--- src/design/seir_pkg.sv ---
// Shared types and constants for the LIFO stack engine with invert and rotate.
package seir_pkg;

  // Stack geometry
  localparam int CAPACITY = 1024;
  localparam int ADDR_W   = $clog2(CAPACITY);
  localparam int CNT_W    = 11;
  localparam int WORD_W   = 32;

  typedef logic [ADDR_W-1:0]        addr_t;
  typedef logic [CNT_W-1:0]         cnt_t;
  typedef logic signed [WORD_W-1:0] word_t;

  localparam cnt_t CAP_CNT = cnt_t'(CAPACITY);

  // Operation codes of an input transaction
  typedef enum logic [1:0] {
    OP_PUSH   = 2'd0,
    OP_POP    = 2'd1,
    OP_INVERT = 2'd2,
    OP_ROTATE = 2'd3
  } op_t;

  // Result status codes
  typedef enum logic [1:0] {
    ST_DONE     = 2'd0,
    ST_FULL     = 2'd1,
    ST_EMPTY    = 2'd2,
    ST_BADDEPTH = 2'd3
  } stat_t;

  typedef struct packed {
    op_t                      operation;
    logic signed [WORD_W-1:0] push_value;
    logic [CNT_W-1:0]         rotate_depth;
  } in_item_t;

  typedef struct packed {
    stat_t                    status;
    logic [CNT_W-1:0]         entry_count;
    logic signed [WORD_W-1:0] top_word;
  } out_item_t;

  // Datapath micro-operations issued by the controller
  typedef enum logic [3:0] {
    DP_NOP       = 4'd0,
    DP_SET_STAT  = 4'd1,
    DP_PUSH      = 4'd2,
    DP_POP       = 4'd3,
    DP_POP_TOP   = 4'd4,
    DP_INV_INIT  = 4'd5,
    DP_INV_RHI   = 4'd6,
    DP_INV_WLO   = 4'd7,
    DP_INV_WHI   = 4'd8,
    DP_ROT_INIT  = 4'd9,
    DP_ROT_MOVE  = 4'd10,
    DP_ROT_SHIFT = 4'd11,
    DP_ROT_LAST  = 4'd12
  } dp_op_t;

  // Controller to datapath
  typedef struct packed {
    dp_op_t op;
    stat_t  stat;
    logic   out_ld;
  } dp_cmd_t;

  // Datapath to controller
  typedef struct packed {
    op_t  op;
    logic full;
    logic empty;
    logic depth_bad;
    logic few;
    logic inv_more;
    logic rot_one;
    logic rot_end;
  } dp_stat_t;

endpackage

--- src/design/seir_ctrl.sv ---
// Controller state machine: sequences one transaction at a time through the datapath.
module seir_ctrl (
  input  logic               clk,
  input  logic               rst_n,
  input  logic               in_valid,
  output logic               in_ready,
  output logic               out_valid,
  input  logic               out_ready,
  input  seir_pkg::dp_stat_t st,
  output seir_pkg::dp_cmd_t  cmd
);

  typedef enum logic [10:0] {
    S_IDLE      = 11'b000_0000_0001,
    S_POP_TOP   = 11'b000_0000_0010,
    S_INV_RHI   = 11'b000_0000_0100,
    S_INV_WLO   = 11'b000_0000_1000,
    S_INV_WHI   = 11'b000_0001_0000,
    S_ROT_MOVE  = 11'b000_0010_0000,
    S_ROT_SHIFT = 11'b000_0100_0000,
    S_ROT_LAST  = 11'b000_1000_0000,
    S_FIN       = 11'b001_0000_0000,
    S_SPARE_A   = 11'b010_0000_0000,
    S_SPARE_B   = 11'b100_0000_0000
  } state_t;

  state_t state_r, state_nxt;
  logic   out_valid_r, out_valid_nxt;
  logic   out_free;

  assign out_free = !out_valid_r || out_ready;
  assign in_ready = (state_r == S_IDLE);

  // Next state and datapath command
  always_comb begin
    state_nxt  = state_r;
    cmd.op     = seir_pkg::DP_NOP;
    cmd.stat   = seir_pkg::ST_DONE;
    cmd.out_ld = 1'b0;
    unique case (state_r)
      S_IDLE: begin
        if (in_valid) begin
          unique case (st.op)
            seir_pkg::OP_PUSH: begin
              state_nxt = S_FIN;
              if (st.full) begin
                cmd.op   = seir_pkg::DP_SET_STAT;
                cmd.stat = seir_pkg::ST_FULL;
              end else begin
                cmd.op = seir_pkg::DP_PUSH;
              end
            end
            seir_pkg::OP_POP: begin
              if (st.empty) begin
                cmd.op    = seir_pkg::DP_SET_STAT;
                cmd.stat  = seir_pkg::ST_EMPTY;
                state_nxt = S_FIN;
              end else begin
                cmd.op    = seir_pkg::DP_POP;
                state_nxt = S_POP_TOP;
              end
            end
            seir_pkg::OP_INVERT: begin
              if (st.few) begin
                cmd.op    = seir_pkg::DP_SET_STAT;
                state_nxt = S_FIN;
              end else begin
                cmd.op    = seir_pkg::DP_INV_INIT;
                state_nxt = S_INV_RHI;
              end
            end
            seir_pkg::OP_ROTATE: begin
              if (st.depth_bad) begin
                cmd.op    = seir_pkg::DP_SET_STAT;
                cmd.stat  = seir_pkg::ST_BADDEPTH;
                state_nxt = S_FIN;
              end else begin
                cmd.op    = seir_pkg::DP_ROT_INIT;
                state_nxt = S_ROT_MOVE;
              end
            end
            default: state_nxt = S_IDLE;
          endcase
        end
      end
      S_POP_TOP: begin
        cmd.op    = seir_pkg::DP_POP_TOP;
        state_nxt = S_FIN;
      end
      // Invert: one pair of entries swapped per pass of read high, write low, write high
      S_INV_RHI: begin
        cmd.op    = seir_pkg::DP_INV_RHI;
        state_nxt = S_INV_WLO;
      end
      S_INV_WLO: begin
        cmd.op    = seir_pkg::DP_INV_WLO;
        state_nxt = S_INV_WHI;
      end
      S_INV_WHI: begin
        cmd.op    = seir_pkg::DP_INV_WHI;
        state_nxt = st.inv_more ? S_INV_RHI : S_FIN;
      end
      // Rotate: capture the moved entry, shift one entry per cycle, drop it on top
      S_ROT_MOVE: begin
        cmd.op    = seir_pkg::DP_ROT_MOVE;
        state_nxt = st.rot_one ? S_ROT_LAST : S_ROT_SHIFT;
      end
      S_ROT_SHIFT: begin
        cmd.op = seir_pkg::DP_ROT_SHIFT;
        if (st.rot_end) begin
          state_nxt = S_ROT_LAST;
        end
      end
      S_ROT_LAST: begin
        cmd.op    = seir_pkg::DP_ROT_LAST;
        state_nxt = S_FIN;
      end
      S_FIN: begin
        if (out_free) begin
          cmd.out_ld = 1'b1;
          state_nxt  = S_IDLE;
        end
      end
      default: state_nxt = S_IDLE;
    endcase
  end

  // Output valid flag
  always_comb begin
    if (cmd.out_ld) begin
      out_valid_nxt = 1'b1;
    end else if (out_ready) begin
      out_valid_nxt = 1'b0;
    end else begin
      out_valid_nxt = out_valid_r;
    end
  end

  always_ff @(posedge clk) begin
    if (!rst_n) begin
      state_r     <= S_IDLE;
      out_valid_r <= 1'b0;
    end else begin
      state_r     <= state_nxt;
      out_valid_r <= out_valid_nxt;
    end
  end

  assign out_valid = out_valid_r;

  // Result register is only loaded when it is free
  a_load_free: assert property (@(posedge clk) disable iff (!rst_n)
    cmd.out_ld |-> (!out_valid_r || out_ready))
    else $error("result loaded over an untaken transaction");

  // An accepted transaction blocks the input until its result is out
  a_one_at_a_time: assert property (@(posedge clk) disable iff (!rst_n)
    (in_valid && in_ready) |=> !in_ready)
    else $error("input accepted while a transaction is in flight");

  // Output valid rises only from a load
  a_valid_from_load: assert property (@(posedge clk) disable iff (!rst_n)
    $rose(out_valid_r) |-> $past(cmd.out_ld))
    else $error("output valid without a result load");

endmodule

--- config.mk ---
export PLATFORM = sky130hd
export DESIGN_NAME = seir_ctrl
export DESIGN_NICKNAME = d
export VERILOG_FILES = /design/src/design/seir_pkg.sv /design/src/design/seir_ctrl.sv
export SDC_FILE = /design/constraint.sdc
export NUM_CORES = 1
export LEC_CHECK = 0
export BUFFER_PORTS_ARGS = -buffer_cell sky130_fd_sc_hd__buf_4
export CORE_UTILIZATION = 45
export CTS_CLUSTER_DIAMETER = 200
export CTS_CLUSTER_SIZE = 24
export DETAILED_ROUTE_END_ITERATION = 10
export GPL_TIMING_DRIVEN = 0
export PLACE_DENSITY = 0.79
export SLEW_MARGIN = 20
export SYNTH_ARGS = -nofsm -noshare
export SYNTH_HDL_FRONTEND = slang
export SYNTH_SLANG_ARGS = --single-unit
--- constraint.sdc ---
create_clock -name clk -period 2.8 [get_ports clk]
set_input_delay 0.42 -clock clk [delete_from_list [all_inputs] [get_ports clk]]
set_output_delay 0.42 -clock clk [all_outputs]
set_load 0.05 [all_outputs]
==> flow_metrics.tcl <==
set metrics [dict create \
    route.detailed.drc 0 \
    hold_viol 0 \
    wl_um 1880 \
    yosysUniqueCellTypes 43 \
    arrival_ps 2050 \
    path_max_fanout 8 \
    routed-via-count 791 \
    clkPwrFrac_pct 22.2 \
    final_common_cell "buf_4" \
    power_frac_comb_pct 42.3 \
    power-per-cell-area_nw_per_um2 470 \
    slowest_stage "nor4_4" \
    nets 131 \
    period_share_pct 88.1 \
    ys_seq_area_share_pct 25.7 \
    synth_edf_count 0 \
    fmax_ghz 0.405 \
    yosys_warnings 0 \
    crit_buf_inv 2 \
    cts_resized 0 \
    dp_hpwl_um 1480 \
    wire_per_inst_um 14.2 \
    area_delta_synth_final_pct 23.8 \
    diodes 0 \
    setup.worst_path.end_class "output pin" \
    cts_buffers 3 \
    path_class "reg -> out" \
    clkTransAtPathRegs_ps 60 \
    worst_slew_pin_slew_ps 469 \
    status "finished clean" \
    worstSetupStartpoint "state_r[6]" \
    grt_first_pass_wirelength_um 3120 \
    cts-root-buf "clkbuf_4" \
    avgViaCountPerCell 5.99 \
    netSwitchingFraction_pct 41.0 \
    ys.flop_type "dfxtp_1" \
    p_sw_w 0.000185 \
    cellLeakagePower_nw 0.382 \
    clk_path_buf_depth 2 \
    dieArea_um2 1900 \
    grt-ovfl-total 0 \
    htree_levels 1 \
    core_um2 1560 \
    slowest_delay_ps 370 \
    ios 22 \
    hp-start "st[5]" \
    crit_chain "buf_6, nor4_4, nand4_2, nor4b_2, a221o_1, buf_4" \
    synth_nets 107 \
    fin_tns_setup_ps 0 \
    cpLargestDelayFamily "simple AND/OR/NAND/NOR gates" \
    firstDrtPassIters 4 \
    fin_crit_ps 2470 \
    slew_violations 0 \
    synth_area_um2 778 \
    final_cell_mix "20 x buf_4, 15 x nor2_1, 10 x dfxtp_1" \
    p_seq_share_pct 35.5 \
    async_reset_ff_share_pct 0 \
    rsz0062_at_grt "no" \
    ctsHoldBuffers 0 \
    clock_skew_ps 2.84 \
    postPlaceCellArea_um2 941 \
    clock_latency_ps 270 \
    die_x_um 43.6 \
    crit_path_start_kind "flop" \
    grt_max_degree 11 \
    final_area_um2 963 \
    fin_cells 132 \
    drive_gt1_share_pct 35.3 \
    grt.total_usage_pct 21.9 \
    ant_nets 0 \
    peakVddDrop_mv 0.287 \
    synth_area_per_cell_um2 8.28 \
    yosysTopAreaCellShare_pct 25.7 \
    synth-seq-cells 10 \
    reg2reg_from "state_r[7]" \
    clock_sinks 10 \
    drt_iter0_drc 23 \
    cp_data_required_time_ps 2380 \
    hold_path_class "in -> reg" \
    cts_setup_buffers 0 \
    portBuffers 19 \
    yosysTopAreaCell "dfxtp_1" \
    synth_area_leaders "dfxtp_1 26%, nor2_1 7.2%, mux2i_1 3.9%" \
    dp.cells 129 \
    finalSetupViolCount 0 \
    cts_tree "yes" \
    antenna_found_initial 0 \
    grt_pass1_vias 734 \
    syn_inst 94 \
    start_util_pct 49.9 \
    gp_congestion 0.851 \
    relSlewSlack_pct 68.7 \
    ff2ff_setup_slack_ps 1120 \
    max_cap_violations 0 \
    fp.dieH_um 43.6 \
    rows 14 \
    internal-power_w 0.000267 \
]
==> final cells by class <==
class	instances	area [um2]
multi-input combinational	77	539
clock buffer	3	22.5
timing repair buffer	19	143
sequential	10	200
fill	132	596
tap	16	20.0
buffer	4	27.5
inverter	3	11.3
==> worst register-to-register path, stage by stage, from the launching register on <==
cell     delay, ps
dfxtp_1        390
nor3_1         380
nand2_1        190
o32ai_2        270
nor2_1         100
a31o_1         230
==> routing by layer <==
layer  global-route usage (%)  share of wire [%]  vias to the layer above
met5                        0                  0                        -
met4                     10.6                1.3                        0
met3                     2.50                4.9                        3
met2                     35.8                 49                       30
met1                     28.4                 45                      363
li1                         -                  -                      395
==> per-stage QoR <==
stage	utilization, %	hold slack, ps	setup WS [ps]	power, W
after global routing	61.8	340	189	0.000474
after detailed placement	60.4	526	608	0.000355
after floorplan	-	484	233	0.000301
final	61.8	337	334	0.000452
after global placement	60.4	505	614	0.000351
after CTS	61.8	336	308	0.000454
==> power groups by stage <==
stage               clock (W)  sequential, W  combinational [W]
finish               0.000100       0.000161           0.000191
global route         0.000106       0.000162           0.000205
CTS                  0.000101       0.000161           0.000192
detailed placement          0       0.000164           0.000191
global placement            0       0.000163           0.000188
floorplan                   0       0.000165           0.000136
==> state kept, by name, indices dropped and copies added (netlist names) <==
signal,count
state_r,9
out_valid,1
==> kinds of logic after synthesis <==
family	after synthesis	share of synthesized area [%]
muxes	5	6.75
buffers and inverters	7	4.98
xor gates and xnor gates	2	2.25
DFF	10	25.7
and+or+nand+nor	51	41.6
AOI/OAI and AO/OA	19	18.7
==> cells in the mapped netlist (3+ instances only) <==
library cell,count
mux2i_1,3
nand2_1,5
o21ai_0,3
dfxtp_1,10
nand3_1,3
nand4_1,3
nand2b_1,4
nor2_1,15
a21oi_1,4
nor3_1,4
==> worst paths after layout <==
| path | endpoint | depth (start not counted) |
|---|---|---|
| setup / recovery | cmd[5] | 6 |
| hold / removal | state_r[1] | 2 |
| setup reg to reg | state_r[0] | 5 |
| hold reg to reg | state_r[4] | 2 |
Power figures use the tool's default switching activity.
